<file path="config.mk">
export PLATFORM = sky130hd
export DESIGN_NAME = llic_div
export DESIGN_NICKNAME = d
export VERILOG_FILES = /design/src/rtl/llic_pkg.sv /design/src/rtl/llic_div.sv
export VERILOG_INCLUDE_DIRS = /design/src /design/src/rtl
export SDC_FILE = /design/constraint.sdc
export NUM_CORES = 1
export LEC_CHECK = 0
export ABC_AREA = 1
export BUFFER_PORTS_ARGS = -buffer_cell sky130_fd_sc_hd__buf_2
export CORE_MARGIN = 3
export CORE_UTILIZATION = 54
export DETAILED_ROUTE_END_ITERATION = 10
export PLACE_DENSITY = 0.78
export SYNTH_ARGS = -nofsm -noshare
export SYNTH_HDL_FRONTEND = slang
export SYNTH_SLANG_ARGS = --single-unit
</file>
<file path="constraint.sdc">
create_clock -name clk -period 4.95 [get_ports clk]
set_input_delay 0.7425 -clock clk [delete_from_list [all_inputs] [get_ports clk]]
set_output_delay 0.7425 -clock clk [all_outputs]
set_load 0.02 [all_outputs]
</file>
<file path="src/rtl/lane_line_intercept_clustering_top_macros.svh">
// Assertion helpers shared by the RTL files.
`ifndef LANE_LINE_INTERCEPT_CLUSTERING_TOP_MACROS_SVH
`define LANE_LINE_INTERCEPT_CLUSTERING_TOP_MACROS_SVH

// Implication checked on every rising clock edge outside reset.
`define LLIC_ASSERT_IMP(label, ante, cons) \
  label: assert property (@(posedge clk) disable iff (rst) (ante) |-> (cons)) \
    else $error("llic check failed");

// Next-cycle implication checked outside reset.
`define LLIC_ASSERT_NXT(label, ante, cons) \
  label: assert property (@(posedge clk) disable iff (rst) (ante) |=> (cons)) \
    else $error("llic check failed");

`endif

</file>
<file path="src/rtl/llic_pkg.sv">
package llic_pkg;
  localparam int MAX_GROUPS = 16;
  localparam int COORD_BITS = 12;
  localparam int GIDX_W = $clog2(MAX_GROUPS);
  localparam int GCNT_W = $clog2(MAX_GROUPS + 1);
  localparam int SUM_W = 40;
  localparam int CNT_W = 12;
  localparam int X_W = 28;
  localparam int NUM_W = 48;
  localparam int DEN_W = COORD_BITS + 1;
  localparam logic [CNT_W-1:0] COUNT_MAX = '1;
  localparam int REG_IMAGE_ROWS = 0;
  localparam int REG_TOLERANCE = 1;

  typedef enum logic [1:0] {
    OUT_JOINED  = 2'd0,
    OUT_OPENED  = 2'd1,
    OUT_SKIPPED = 2'd2,
    OUT_DROPPED = 2'd3
  } outcome_t;

  typedef enum logic [2:0] {
    ST_IDLE, ST_DIV, ST_MUL, ST_WALK, ST_DONE
  } state_t;

  // Token travelling down the cell chain.
  typedef struct packed {
    logic              live;
    logic              found;
    logic [GIDX_W-1:0] idx;
    logic [CNT_W-1:0]  members;
  } token_t;
endpackage

</file>
<file path="src/rtl/llic_div.sv">
module llic_div (
  input  logic                               clk,
  input  logic                               rst,
  input  logic                               start,
  input  logic signed [llic_pkg::NUM_W-1:0]  num,
  input  logic signed [llic_pkg::DEN_W-1:0]  den,
  output logic                               done,
  output logic signed [llic_pkg::X_W-1:0]    quo
);
  import llic_pkg::*;

  logic [NUM_W-1:0] q;
  logic [DEN_W:0] rem;
  logic [DEN_W-1:0] d;
  logic neg;
  logic [5:0] step;
  logic busy;
  logic [DEN_W+1:0] trial;
  logic signed [NUM_W:0] sq;

  always_comb begin
    trial = {rem, q[NUM_W-1]} - {2'b0, d};
    sq = neg ? -$signed({1'b0, q}) : $signed({1'b0, q});
  end

  always_ff @(posedge clk) begin
    if (rst) begin
      busy <= 1'b0;
      done <= 1'b0;
    end else begin
      done <= busy && (step == 6'd1);
      if (start) begin
        busy <= 1'b1;
        step <= 6'(NUM_W);
        q <= num[NUM_W-1] ? NUM_W'(-num) : num;
        d <= den[DEN_W-1] ? DEN_W'(-den) : den;
        rem <= '0;
        neg <= num[NUM_W-1] ^ den[DEN_W-1];
      end else if (busy) begin
        // one quotient bit a cycle, restoring
        if (!trial[DEN_W+1]) begin
          rem <= trial[DEN_W:0];
          q <= {q[NUM_W-2:0], 1'b1};
        end else begin
          rem <= {rem[DEN_W-1:0], q[NUM_W-1]};
          q <= {q[NUM_W-2:0], 1'b0};
        end
        step <= step - 1'b1;
        if (step == 6'd1) busy <= 1'b0;
      end
    end
  end

  always_comb begin
    if (sq > $signed((NUM_W+1)'(134217727))) quo = X_W'(134217727);
    else if (sq < -$signed((NUM_W+1)'(134217728))) quo = {1'b1, {(X_W-1){1'b0}}};
    else quo = sq[X_W-1:0];
  end

  `include "lane_line_intercept_clustering_top_macros.svh"
  `LLIC_ASSERT_IMP(a_no_restart, busy, !start)
  `LLIC_ASSERT_NXT(a_done_pulse, done, !done)
  `LLIC_ASSERT_NXT(a_start_busy, start, busy)
endmodule

</file>
# Word level (Yosys, flattened, before mapping)
# Cells that the tools add are included.
dict set report totals {
  regBits 84
  input_bits 64
  out_inout_bits 29
}
dict set report op_classes {
  n_addsub 5
  magnitude_cmp 2
  n_eq_ne 1
  n_mux 14
  n_bitwise 2
  n_reduce_logical 4
}
# op count
set op_table {}
lappend op_table {{$mux W48} 3}
lappend op_table {{$mux W28} 2}
lappend op_table {{$gt A49 B28 Y1 const B} 1}
lappend op_table {{$lt A49 B28 Y1 const B} 1}
lappend op_table {{$mux W49} 1}
lappend op_table {{$neg A48 Y49} 1}
lappend op_table {{$neg A48 Y48} 1}
lappend op_table {{$mux W14} 2}
lappend op_table {{$sub A15 B13 Y15} 1}
lappend op_table {{$neg A13 Y13} 1}
lappend op_table {{$mux W12} 1}
lappend op_table {{$eq A6 B1 Y1 const B} 1}
lappend op_table {{$mux W6} 1}
lappend op_table {{$sub A6 B1 Y6 const B} 1}
lappend op_table {{$mux W1} 4}
lappend op_table {{$reduce_and A2 Y1} 2}
lappend op_table {{$reduce_bool A2 Y1} 1}
lappend op_table {{$logic_and A1 B1 Y1} 1}
lappend op_table {{$not A1 Y1} 1}
lappend op_table {{$xor A1 B1 Y1} 1}

# Logic depth before layout (Yosys ltp)
dict set report depth {
  depth_word 5
  ltp_mapped 18
  ltp_nobuf 17
}

# Least setup slack after synthesis
# Ideal clock, no wire load.
dict set report synth_path {
  kind {input-to-reg}
  startpoint {input port start}
  endpoint {register q[0], enable pin}
  setup_time_ns 0.517
  arrival_ns 4.259
  required_time_ns 4.433
  slack_ns 0.174
  path_stages 3
  path_buffers 1
  cell_sequence {inv_2 > clkbuf_1 > a21oi_1}
}
dict set report synth_between {
  elab_chain_cells 2
}
# element line_no
set synth_rtl {}
lappend synth_rtl {{start: declaration} llic_div.sv:4} ;# input logic start,
lappend synth_rtl {{$reduce_bool A2 Y1 (no source line)} n/a}
lappend synth_rtl {{$reduce_and A2 Y1 (no source line)} n/a}
lappend synth_rtl {{end signal: assignment} llic_div.sv:35} ;# q <= num[NUM_W-1] ? NUM_W'(-num) : num;
lappend synth_rtl {{end signal: assignment} llic_div.sv:43} ;# q <= {q[NUM_W-2:0], 1'b1};
lappend synth_rtl {{end signal: assignment} llic_div.sv:46} ;# q <= {q[NUM_W-2:0], 1'b0};
lappend synth_rtl {{end: declaration} llic_div.sv:12} ;# logic [NUM_W-1:0] q;
# Every way passes these cells.
# A chain may end at the register's enable or synchronous reset.

# Worst setup path after layout
dict set report layout_path {
  startpoint {register q[2]}
  endpoint {output port quo[14] (netlist bit)}
}
dict set report layout_between {
  elab_chain_cells 5
  word_cells_on_any_way 6
  cone_classes {1 x add/sub; 2 x order compare; 3 x mux}
}
# element line_no
set layout_rtl {}
lappend layout_rtl {{$neg A48 Y49} llic_div.sv:23} ;# sq = neg ? -$signed({1'b0, q}) : $signed({1'b0, q});
lappend layout_rtl {{$mux W49 *} llic_div.sv:23}
lappend layout_rtl {{$lt A49 B28 Y1} llic_div.sv:56} ;# else if (sq < -$signed((NUM_W+1)'(134217728))) quo = {1'b1, {(X_W-1){1'b0}}};
lappend layout_rtl {{$mux W28} llic_div.sv:56}
lappend layout_rtl {{$mux W28 *} llic_div.sv:55} ;# if (sq > $signed((NUM_W+1)'(134217727))) quo = X_W'(134217727);
lappend layout_rtl {{end: declaration} llic_div.sv:8} ;# output logic signed [llic_pkg::X_W-1:0] quo
# Every way passes the cells marked *; elsewhere a longest branch is shown, timed or not.

==> summary.txt <==
Critical path
  • Maximum fanout along the worst path: 27
  • Worst path required time: 4.21 ns
  • Worst endpoint data arrival time: 3.07 ns
  • Worst Reg2Reg Path Length in Cells: 13
  • RR Startpoint: q[47]$_DFFE_PP_
  • CP endpoint kind: output pin
  • Crit start category: register
  • CP Launch Point: q[2]$_DFFE_PP_
  • Setup CP Type: register to output pin

Placement
  • Gpl congestion: 1.02
  • Dpl hpwl: 15,900 microns
  • Placed Area: 8230 sq um
  • I/O Buffers: 92
  • Dpl cells: 1,352

Global routing
  • Vias in the first global route: 6,802
  • Tot GR Track Use: 25.2%
  • Largest net degree at the start of global routing: 73
  • Global-route wire length before repair: 32,600 microns
  • Antenna violations before repair: 1
  • Total grt overflow: 0

Logic synthesis
  • Xor-xnor portion of the synthesized cell area: 9.94%
  • Post-Synthesis Cells: 1,110
  • Largest family of logic cells by synthesized area: simple AND/OR/NAND/NOR gates
  • Biggest area consumer among synthesized cells: edfxtp_1
  • Adder-Cell Fraction of Synth Area: 3.20%
  • Synth Net Count: 1,193
  • Synth Area in Compound Gates: 10.9%
  • Netlist Area Pre-Place: 7660 sq um
  • Top cells by area, synth: edfxtp_1, nand2_1, xor2_1, nor2_1, inv_1
  • Warnings, synthesis: 0
  • Post-synth cell types: 46
  • Syn avg cell area: 6.91 sq um
  • Async S/R FF share, synth: 0%
  • Number of synthesized flops with an enable pin: 82
  • Post-synthesis mux area share: 0%
  • Top cell type's share of synthesized area: 32.1%
  • Register area share after synthesis: 32.6%
  • Synth Area in Simple Gates: 35.5%
  • Seq cells post-synth: 84
  • Post-synth top flop: edfxtp_1

Floorplan
  • Rows: 42
  • Die H: 125 microns
  • Die area: 15,700 sq um
  • Die W: 125 microns
  • IO Pins: 93
  • Initial Utilization: 56.5%
  • Core area: 13,600 sq um

Route
  • First-pass DRT Iterations: 6
  • Via count: 7,462
  • DRT iter0 DRCs: 676
  • # DRC: 0
  • WL final: 20,100 microns
  • Post-route ant nets: 0
  • Vias/cell: 5.45
  • Avg WL per Cell: 14.7 microns

STA
  • Final Hold Fails: 0
  • Final worst-path cycle share: 76.9%
  • Max Clock Freq: 263 MHz
  • TNS Setup: 0 ns
  • Final Setup Violations: 0
  • Period minus WS final: 3.81 ns
  • Least-Margin Pin Slew: 1.27 ns
  • Slew margin rel.: 14.9%
  • Unrepaired setup endpoints after global routing: no
  • Max-slew violation count: 0
  • Layout Skew: 0.00375 ns

CTS
  • Post-CTS Hold Fix Bufs: 0
  • Root Buffer: clkbuf_16
  • CTS sink cnt: 84
  • Setup bufs post-CTS: 0
  • H-tree depth: 3
  • Largest buffer count on any clock path: 2
  • TritonCTS clock tree: done
  • Clock Latency Late Sink: 0.34 ns
  • CTS Buf Count: 9
  • CTS resizes: 0
  • Reg clk slew, reported paths: 0.06 ns

Worst hold path
  • Critical hold path startpoint: busy$_SDFF_PP0_
  • WHS Path Cells: 2
  • Worst hold path type: register to register

Power
  • Leakage: 3.86 nW
  • Sequential Power Share: 42.5%
  • Switching share of total power: 32.4%
  • Switching component of the power: 0.696 mW
  • Clock share of power: 30.6%
  • Cell area power density: 252 nW/um^2
  • Combinational share of power: 26.9%
  • Internal: 1.45 mW
  • Worst vdd ir: 165 uV

Layout
  • Layout cell share with drive strength beyond 1: 13.3%
  • Fillers: 1,250
  • Design area: 8520 sq um
  • Antenna diodes: 0
  • Area growth syn-to-layout: 11.2%
  • Fin cells: 1,368
  • Net count, final: 1,270

Run
  • Max_cap viols: 0

Status
  • Status: finished clean
## flip-flops by register name, summed over array words and instances, names as in the netlist
register and flops:
q 48, rem 14, d 13, step 6
busy 1, done 1, neg 1
## routing by layer
| metal | up-vias | wire, microns | part of all wire (%) | track usage (%) |
|---|---|---|---|---|
| met4 | 2 | 589 | 2.9 | 8.42 |
| met5 | - | 7 | 0.035 | 0 |
| met3 | 46 | 1440 | 7.2 | 3.97 |
| met1 | 3297 | 8670 | 43 | 33.8 |
| li1 | 3819 | - | - | - |
| met2 | 298 | 9360 | 47 | 41.8 |
## worst max-delay path, stage by stage, from the launching register on
cell      delay [ns]
edfxtp_1        0.48
nor2_1          0.14
nand2_1         0.13
nor2_4          0.22
nand2_2         0.12
nor2_2          0.20
nand2_1         0.13
nand2_1         0.10
nand2_1         0.08
nand2_1         0.15
nand2_1         0.07
inv_1           0.05
nand2_1         0.05
nor2_2          0.12
nand3_2         0.11
nand2_4         0.22
nand2_1         0.10
nand2_1         0.08
buf_2           0.17
## stage by stage
step	hold WS (ns)	utilization [%]	setup slack [ns]	total power, mW
2_1_floorplan	0.435	-	0.174	1.34
3_3_place_gp	0.451	60.7	1.61	1.49
3_5_place_dp	0.459	60.7	1.55	1.50
4_1_cts	0.467	62.9	1.19	2.15
5_1_grt	0.504	62.9	0.914	2.27
6_report	0.465	62.9	1.14	2.15
## final timing paths
kind                            slack [ns]               endpoint
worst max-delay path                  1.14                quo[14]
worst min-delay path                  0.46        busy$_SDFF_PP0_
worst max register to register        1.69  rem[13]$_SDFFCE_PP0P_
worst min register to register        0.46        busy$_SDFF_PP0_
## power by group through the flow
stage                     Sequential (mW)  Combinational, mW  Clock [mW]
after global routing                0.919              0.655       0.692
after detailed placement            0.926              0.573           0
final                               0.913              0.579       0.657
after floorplan                     0.907              0.429           0
after global placement              0.924              0.564           0
after CTS                           0.911              0.576       0.665
## synthesized netlist by cell type, types with 18 or more instances
cell and instances:
xor2_1 61, ha_1 18, edfxtp_1 82, nor3_1 19
nand4_1 35, clkbuf_1 18, inv_1 117, nand2_1 312
nand3_1 66, o21ai_0 80, nor2_1 136, a21oi_1 33
xnor2_1 26
## logic make-up (layout without fill, tap and decap cells)
| logic type | after synthesis | after routing |
|---|---|---|
| and+or+nand+nor | 622 | 622 |
| DFF | 84 | 84 |
| AOI/OAI and AO/OA | 149 | 149 |
| xor gates and xnor gates | 87 | 87 |
| buffers and inverters | 149 | 231 |
| adders and majority gates | 19 | 19 |
## area by class of cell
cell class / instances / area, sq um / share of cell area, %
clock buffer: 9 / 225 / 2.64
clock inverter: 7 / 66.3 / 0.778
multi-input combinational: 877 / 4570 / 53.6
tap: 176 / 220 / 2.58
sequential: 84 / 2500 / 29.4
timing repair buffer: 96 / 490 / 5.76
inverter: 119 / 447 / 5.24
## cell usage in the layout, fill, tap and decap left out, types with 3 or more instances in the layout
cell       synthesis  routed
clkinv_2           0       3
nand2_1          312     312
and2_1             3       3
xor2_1            61      61
nand3_2            3       3
o21ai_4            3       3
nand3_1           66      66
edfxtp_1          82      82
nor2_2            11      11
nor2_4             4       4
nor4_1             8       8
nand4_1           35      35
buf_4              0       4
o21ai_1            9       9
nand2_4            3       3
clkbuf_16          0       9
ha_1              18      18
a211oi_1           3       3
nor3_1            19      19
nand2_2            7       7
a21oi_1           33      32
o31ai_1            4       4
inv_1            117     117
o21ai_0           80      80
buf_2              5      92
or2_2              9       9
nor2_1           136     136
xnor2_1           26      26
a31oi_1            7       7
Power figures use the tool's default switching activity.
