===== src/rtl/lane_line_intercept_clustering_top_macros.svh =====
// Assertion helpers shared by the RTL files.
`ifndef LANE_LINE_INTERCEPT_CLUSTERING_TOP_MACROS_SVH
`define LANE_LINE_INTERCEPT_CLUSTERING_TOP_MACROS_SVH

// Implication checked on every rising clock edge outside reset.
`define LLIC_ASSERT_IMP(label, ante, cons) \
  label: assert property (@(posedge clk) disable iff (rst) (ante) |-> (cons)) \
    else $error("llic check failed");

// Next-cycle implication checked outside reset.
`define LLIC_ASSERT_NXT(label, ante, cons) \
  label: assert property (@(posedge clk) disable iff (rst) (ante) |=> (cons)) \
    else $error("llic check failed");

`endif


===== src/rtl/llic_pkg.sv =====
package llic_pkg;
  localparam int MAX_GROUPS = 16;
  localparam int COORD_BITS = 12;
  localparam int GIDX_W = $clog2(MAX_GROUPS);
  localparam int GCNT_W = $clog2(MAX_GROUPS + 1);
  localparam int SUM_W = 40;
  localparam int CNT_W = 12;
  localparam int X_W = 28;
  localparam int NUM_W = 48;
  localparam int DEN_W = COORD_BITS + 1;
  localparam logic [CNT_W-1:0] COUNT_MAX = '1;
  localparam int REG_IMAGE_ROWS = 0;
  localparam int REG_TOLERANCE = 1;

  typedef enum logic [1:0] {
    OUT_JOINED  = 2'd0,
    OUT_OPENED  = 2'd1,
    OUT_SKIPPED = 2'd2,
    OUT_DROPPED = 2'd3
  } outcome_t;

  typedef enum logic [2:0] {
    ST_IDLE, ST_DIV, ST_MUL, ST_WALK, ST_DONE
  } state_t;

  // Token travelling down the cell chain.
  typedef struct packed {
    logic              live;
    logic              found;
    logic [GIDX_W-1:0] idx;
    logic [CNT_W-1:0]  members;
  } token_t;
endpackage


===== src/rtl/llic_cell.sv =====
module llic_cell (
  input  logic                            clk,
  input  logic                            clear,
  input  logic                            is_open,
  input  logic                            open_here,
  input  logic signed [llic_pkg::X_W-1:0] x,
  input  logic [9:0]                      tol,
  input  logic [llic_pkg::GIDX_W-1:0]     my_idx,
  input  llic_pkg::token_t                tok_in,
  output llic_pkg::token_t                tok_out
);
  import llic_pkg::*;

  logic signed [SUM_W-1:0] sum;
  logic [CNT_W-1:0] cnt;
  logic signed [SUM_W+CNT_W:0] prod;
  logic signed [SUM_W+CNT_W+1:0] diff;
  logic [SUM_W+CNT_W+11:0] lhs;
  logic signed [SUM_W+CNT_W+11:0] rhs;
  logic hit;
  token_t tok_next;

  always_comb begin
    prod = x * $signed({1'b0, cnt});
    diff = prod - sum;
    if (diff < 0) diff = -diff;
    lhs = {diff[SUM_W+CNT_W:0], 10'd0};
    rhs = $signed({1'b0, tol}) * sum;
    hit = is_open && tok_in.live && !tok_in.found && !rhs[SUM_W+CNT_W+11] &&
          (lhs <= $unsigned(rhs));
  end

  always_ff @(posedge clk) begin
    if (clear) begin
      sum <= '0;
      cnt <= '0;
    end else if (open_here) begin
      sum <= SUM_W'(x);
      cnt <= CNT_W'(1);
    end else if (hit && cnt != COUNT_MAX) begin
      sum <= sum + SUM_W'(x);
      cnt <= cnt + 1'b1;
    end
  end

  always_comb begin
    tok_next = tok_in;
    if (hit) begin
      tok_next.found = 1'b1;
      tok_next.idx = my_idx;
      tok_next.members = (cnt == COUNT_MAX) ? cnt : cnt + 1'b1;
    end
  end

  always_ff @(posedge clk) begin
    if (clear) tok_out <= '0;
    else tok_out <= tok_next;
  end
endmodule


===== config.mk =====
export PLATFORM = sky130hd
export DESIGN_NAME = llic_cell
export DESIGN_NICKNAME = d
export VERILOG_FILES = /design/src/rtl/lane_line_intercept_clustering_top_macros.svh /design/src/rtl/llic_pkg.sv /design/src/rtl/llic_cell.sv
export SDC_FILE = /design/constraint.sdc
export NUM_CORES = 2
export LEC_CHECK = 0
export BUFFER_PORTS_ARGS = -buffer_cell sky130_fd_sc_hd__buf_2
export CAP_MARGIN = 20
export CELL_PAD_IN_SITES_DETAIL_PLACEMENT = 1
export CELL_PAD_IN_SITES_GLOBAL_PLACEMENT = 1
export CORE_MARGIN = 2
export CORE_UTILIZATION = 52
export CTS_CLUSTER_DIAMETER = 120
export CTS_CLUSTER_SIZE = 16
export DETAILED_ROUTE_END_ITERATION = 16
export PLACE_DENSITY_LB_ADDON = 0.2
export SLEW_MARGIN = 20
export SYNTH_ARGS = -nofsm -noshare
export SYNTH_HDL_FRONTEND = slang
export SYNTH_SLANG_ARGS = --single-unit

===== constraint.sdc =====
create_clock -name clk -period 17.35 [get_ports clk]
set_input_delay 3.47 -clock clk [delete_from_list [all_inputs] [get_ports clk]]
set_output_delay 3.47 -clock clk [all_outputs]
set_load 0.005 [all_outputs]

* Word-level counts from Yosys, hierarchy flattened
Cells that the tools add are included.
Word-level totals: flip-flop bits (word level) 70, bits of input ports 64
Cells by class: mux-type cells 7, equality and inequality tests 2, multiply operators 2, $add $sub $neg 4, $lt $le $gt $ge 2, reductions and logical operators 9
Operator list (count):
- 40-bit 2-to-1 mux | 2
- 63-bit by 64-bit less-or-equal comparator with 1-bit output | 1
- 53-bit 2-to-1 mux | 1
- 42-bit negation with 53-bit output | 1
- 11-bit by 40-bit multiplier with 51-bit output | 1
- 42-bit by 1-bit less-than comparator with 1-bit output, second input constant | 1
- 41-bit by 40-bit subtractor with 42-bit output | 1
- 28-bit by 13-bit multiplier with 41-bit output | 1
- 40-bit by 28-bit adder with 40-bit output | 1
- 17-bit 2-to-1 mux | 1
- 12-bit by 1-bit adder with 12-bit output, second input constant | 1
- 12-bit == test, second input constant | 1
- 12-bit 2-to-1 mux | 1
- 12-bit inequality test, second input constant | 1
- 1-bit logical AND | 5
- 1-bit logical NOT | 2
- 1-bit 2-to-1 mux | 2
- 2-bit nonzero test | 1
- 2-bit OR reduction | 1

* Depth between registers and ports, before layout
depth after elaboration 9, mapped depth 41

* Worst setup path before layout
No wires, ideal clock.
kind input-to-reg, from input port x[27] (netlist bit), to register cnt[1], library setup time 0.128 ns, buffers on the path 6, arrival time 13.139 ns, cell stages on the path 39, slack 4.083 ns, path through clkbuf_1 -> clkbuf_1 -> and2_1 -> fa_1 -> inv_1 -> fa_1 -> inv_1 -> fa_1 -> fa_1 -> fa_1 -> inv_1 -> fa_1 -> inv_1 -> ha_1 -> clkbuf_1 -> nand2_1 -> nor2_1 -> a221oi_1 -> [... 3 more ...] -> a21o_1 -> xor2_1 -> clkbuf_1 -> nor2_1 -> xor2_1 -> ha_1 -> nand4_1 -> or2_2 -> or3_1 -> nor2_1 -> nand2_1 -> a2111oi_0 -> a21oi_1 -> nor4_2 -> buf_2 -> buf_2 -> mux2i_1 -> nor2_1
Between the ends: cells in the longest elaborated chain, start to end 7, elaborated cells on any way between the ends 8, those cells by class 2 x add/sub; 1 x mul; 2 x order compare; 1 x mux; 2 x reduce/logical
RTL lines:
- start, declared | RTL line llic_cell.sv:6 | input logic signed [llic_pkg::X_W-1:0] x,
- 28-bit by 13-bit multiplier with 41-bit output (*) | RTL line llic_cell.sv:24 | prod = x * $signed({1'b0, cnt});
- 41-bit by 40-bit subtractor with 42-bit output (*) | RTL line llic_cell.sv:25 | diff = prod - sum;
- 42-bit negation with 53-bit output or 42-bit by 1-bit less-than comparator with 1-bit output (tied branches) | RTL line llic_cell.sv:26 | if (diff < 0) diff = -diff;
- 53-bit 2-to-1 mux (*) | RTL line llic_cell.sv:26
- 63-bit by 64-bit less-or-equal comparator with 1-bit output (*) | RTL line llic_cell.sv:30 | (lhs <= $unsigned(rhs));
- 1-bit logical AND (*) | RTL line llic_cell.sv:29 | hit = is_open && tok_in.live && !tok_in.found && !rhs[SUM_W+CNT_W+11] &&
- 1-bit logical AND (*) | RTL line llic_cell.sv:40 | end else if (hit && cnt != COUNT_MAX) begin
- end signal, assigned | RTL line llic_cell.sv:42 | cnt <= cnt + 1'b1;
- end, declared | RTL line llic_cell.sv:15 | logic [CNT_W-1:0] cnt;
Mark *: on every way between the ends. The rest lies on a longest branch, timed or not. A chain may end at the register's enable or synchronous reset.

* Worst setup path in the final report
from input port x[27] (netlist bit), to register sum[38]
Between the ends: cells in the longest elaborated chain, start to end 8, elaborated cells on any way between the ends 12, those cells by class 3 x add/sub; 1 x mul; 2 x order compare; 3 x mux; 3 x reduce/logical
RTL lines:
- 28-bit by 13-bit multiplier with 41-bit output | RTL line llic_cell.sv:24
- 41-bit by 40-bit subtractor with 42-bit output | RTL line llic_cell.sv:25
- 42-bit negation with 53-bit output or 42-bit by 1-bit less-than comparator with 1-bit output (tied branches) | RTL line llic_cell.sv:26
- 53-bit 2-to-1 mux | RTL line llic_cell.sv:26
- 63-bit by 64-bit less-or-equal comparator with 1-bit output | RTL line llic_cell.sv:30
- 1-bit logical AND | RTL line llic_cell.sv:29
- 1-bit logical AND | RTL line llic_cell.sv:40
- 2-bit nonzero test (no line)
- end signal, assigned | RTL line llic_cell.sv:38 | sum <= SUM_W'(x);
- end signal, assigned | RTL line llic_cell.sv:41 | sum <= sum + SUM_W'(x);
- end, declared | RTL line llic_cell.sv:14 | logic signed [SUM_W-1:0] sum;
Several ways; a longest one is shown, not always the timed one. The select of a mux whose other input is x is not followed.

==> summary.txt <==
Status
  – Outcome: finished clean

Synth
  – Gate Count Post-Synth: 3987
  – Synth area leaders: fa_1 (40%), ha_1 (11%), inv_1 (8.1%)
  – Top_reg_cell synth: dfxtp_1
  – Count leader, synth: inv_1
  – Yosys warnings: 0
  – Compound-Gate Fraction of Synth Area: 10.6%
  – Largest family of logic cells by synthesized area: adder cells
  – Sequential area share after synthesis: 4.11%
  – Area share of the largest cell type after synthesis: 40.1%
  – Avg Cell Area, Syn: 8.56 µm²
  – Mux cell area share after synthesis: 1.15%
  – Post-synth EDFFs: 0
  – Synth Area in Adders: 51.3%
  – Post-synth ARST share: 0%
  – Synth cell count leaders: inv_1 (736), fa_1 (684), nand2_1 (508)
  – Synth Register Bits: 70
  – Xor/xnor share of the synthesized area: 4.62%
  – Largest area contributor in the netlist: fa_1
  – Synth unique cells: 83
  – Synth Cell Area: 34100 µm²
  – Post-synthesis simple-gate area fraction: 17.8%

Timing
  – Worst Skew: 15.8 ps
  – Fmax: 0.0673 GHz
  – Slew headroom: 39.2%
  – Worst Tran Pin Value: 901 ps
  – RSZ-0062 raised after global routing: false
  – Worst Slack Setup Final: 2490 ps
  – Period minus WS final: 14860 ps
  – Fin. Hold Viols: 0
  – Setup Viol. Count Final: 0
  – Hold slack: 567 ps
  – Fin. max-slew vios: 0
  – Ratio of final minimum period to clock period: 85.7%
  – Final TNS setup: 0 ps

Power
  – Internal power: 1.89 mW
  – Power share of the combinational group: 90.1%
  – Leak: 17.0 nW
  – Sw Share: 57.2%
  – Worst IR Drop VDD: 0.104 mV
  – Net switching power: 2.53 mW
  – Power density cells: 125 nW/µm²
  – Sequential Power Share: 5.2%
  – Final Power: 4.42 mW
  – Clock Power Share: 4.7%

CTS
  – Max Root-Sink Buffers: 2
  – CTS tree: built
  – CTS sink cnt: 70
  – CTS clk-pin slew, worst paths: 70 ps
  – Total CTS buffers: 9
  – Clk root buf: clkbuf_16
  – Clock Latency Late Sink: 380 ps
  – Cts repair resizes: 0
  – CTS H-tree depth: 3
  – Setup bufs post-CTS: 0
  – Hold_buf cts: 0

Finish
  – Utilization after layout: 54.8%
  – Register area: 1400 µm²
  – Nets: 4979
  – Layout cell share with drive strength beyond 1: 4.53%
  – Antenna fix cells: 0
  – Multi-input gate area in the final layout: 29300 µm²
  – Final instance area: 35500 µm²
  – Filler instances: 7806
  – P&R area growth vs syn: 3.95%
  – Finished Layout Cells: 4786

Worst setup path
  – Worst r2r path cells: 37
  – Crit Path Class: input pin to flip-flop
  – Crit Path Max Fanout: 29
  – Buf/Inv on CP: 7
  – Crit path largest cell delay: 870 ps
  – Req. time, crit path: 17650 ps
  – Most frequent cell on the critical path: fa_1
  – Worst path slowest cell: fa_1
  – Critical register-to-register path startpoint: cnt[10]
  – Nature of the critical path startpoint: input pin
  – Reg-to-Reg End: sum[38]
  – Worst path arrival time: 15160 ps
  – Top cell family by delay on the critical path: adder cells
  – R2R setup slack: 5000 ps
  – Worst Setup End Kind: flip-flop

Global route
  – Vias in the first global route: 31400
  – Overall Global Routing Usage: 31.7%
  – Antenna violations before repair: 4
  – First-pass GRT wire length: 169000 µm
  – Largest net degree at the start of global routing: 56
  – Grt total ovfl: 0

Die
  – # rows: 93
  – Die Wd: 260 µm
  – Die Y: 260 µm
  – Die footprint: 67700 µm²
  – Initial Utilization: 52.8%
  – Core area: 64700 µm²
  – Io pins: 82

Placement
  – PortBufs: 81
  – Dpl cells: 4770
  – Placed Area: 35200 µm²
  – Worst slack at placement: 2040 ps
  – RD Place Congestion: 0.901
  – HPWL Detailed: 84000 µm

Detailed routing
  – Routed len/inst: 21.3 µm
  – Via density: 5.75
  – Antenna-violating nets left: 0
  – Final wirelength: 102000 µm
  – Drc violations: 0
  – Iteration-0 DRC Markers: 1238
  – Via count: 27500
  – Router iterations before antenna repair: 5

Flow run
  – Max Cap Viol: 0

Worst hold path
  – Hold Path Stages: 2
  – Hold Crit Class: flip-flop to flip-flop
  – Hold EP: cnt[5]
  – Hold_sp: cnt[5]
[layer usage]
metal | wire, µm | part of all wire, % | up-vias | track usage, %
li1 | - | - | 12300 | -
met5 | 13 | 0.013 | - | 0
met4 | 2550 | 2.5 | 2 | 8.49
met3 | 5090 | 5.0 | 188 | 3.47
met1 | 44200 | 43 | 14300 | 42.1
met2 | 50300 | 49 | 705 | 55.2
[state kept, by name (all words and copies together), names as in the netlist]
| signal | count |
|---|---|
| cnt | 12 |
| sum | 40 |
| tok_out | 18 |
[power groups by stage]
stage | logic, mW | clock network [mW] | registers [mW]
3_5_place_dp | 3.93 | 0 | 0.232
4_1_cts | 3.97 | 0.209 | 0.228
3_3_place_gp | 3.79 | 0 | 0.230
2_1_floorplan | 2.91 | 0 | 0.192
6_report | 3.98 | 0.208 | 0.229
5_1_grt | 4.50 | 0.214 | 0.232
[how the worst max path moves through the flow]
stage / start / endpoint / slack (ps) / cells after the start
after global placement: x[27] / sum[3] / 2180 / 37
after detailed placement: x[27] / sum[38] / 2040 / 37
final: x[27] / sum[38] / 2490 / 37
after CTS: x[27] / sum[38] / 2420 / 37
after global routing: x[27] / sum[38] / 1590 / 37
after floorplan: x[27] / cnt[1] / 4080 / 39
[cell type report]
type                            instances  share of cell area [%]
Sequential cell                        70                    3.95
Clock inverter                          6                   0.197
Clock buffer                           10                   0.645
Multi-Input combinational cell       2992                    82.5
Tap cell                              855                    3.02
Timing Repair Buffer                  117                    1.94
Inverter                              736                    7.79
[kinds of logic (layout without fill, tap and decap cells)]
group / after synthesis / after routing
AO/OA/AOI/OAI: 556 / 556
buffers and inverters: 934 / 869
AND/OR/NAND/NOR: 1219 / 1219
adder cells (fa/ha/maj): 989 / 989
flip-flops: 70 / 70
multiplexers: 39 / 39
other: 1 / 10
XOR/XNOR: 179 / 179
[cells in the final DEF (no fill, tap or decap), types with 10 or more instances in the layout]
master	n
a211oi_1	21
a21o_1	78
a21oi_1	178
a31oi_1	19
and2_1	376
and3_1	24
buf_2	81
buf_4	35
conb_1	10
dfxtp_1	70
fa_1	684
ha_1	305
inv_1	736
mux2i_1	36
nand2_1	508
nand2b_1	15
nand3_1	30
nand4_1	38
nor2_1	115
nor2b_1	12
nor3_1	35
o211ai_1	20
o21a_1	19
o21ai_0	88
o21bai_1	19
o31ai_1	17
or2_2	13
or3_1	11
xnor2_1	99
xor2_1	78
[worst register-to-register path, delay by kind of cell, from the launching register on]
family,cells,cell delay [ps]
and+or+nand+nor,9,2640
xor gates and xnor gates,2,290
AOI/OAI and AO/OA,12,3770
adders and majority gates,8,3930
buffers and inverters,6,1070
DFF,1,580
Power figures use the tool's default switching activity.
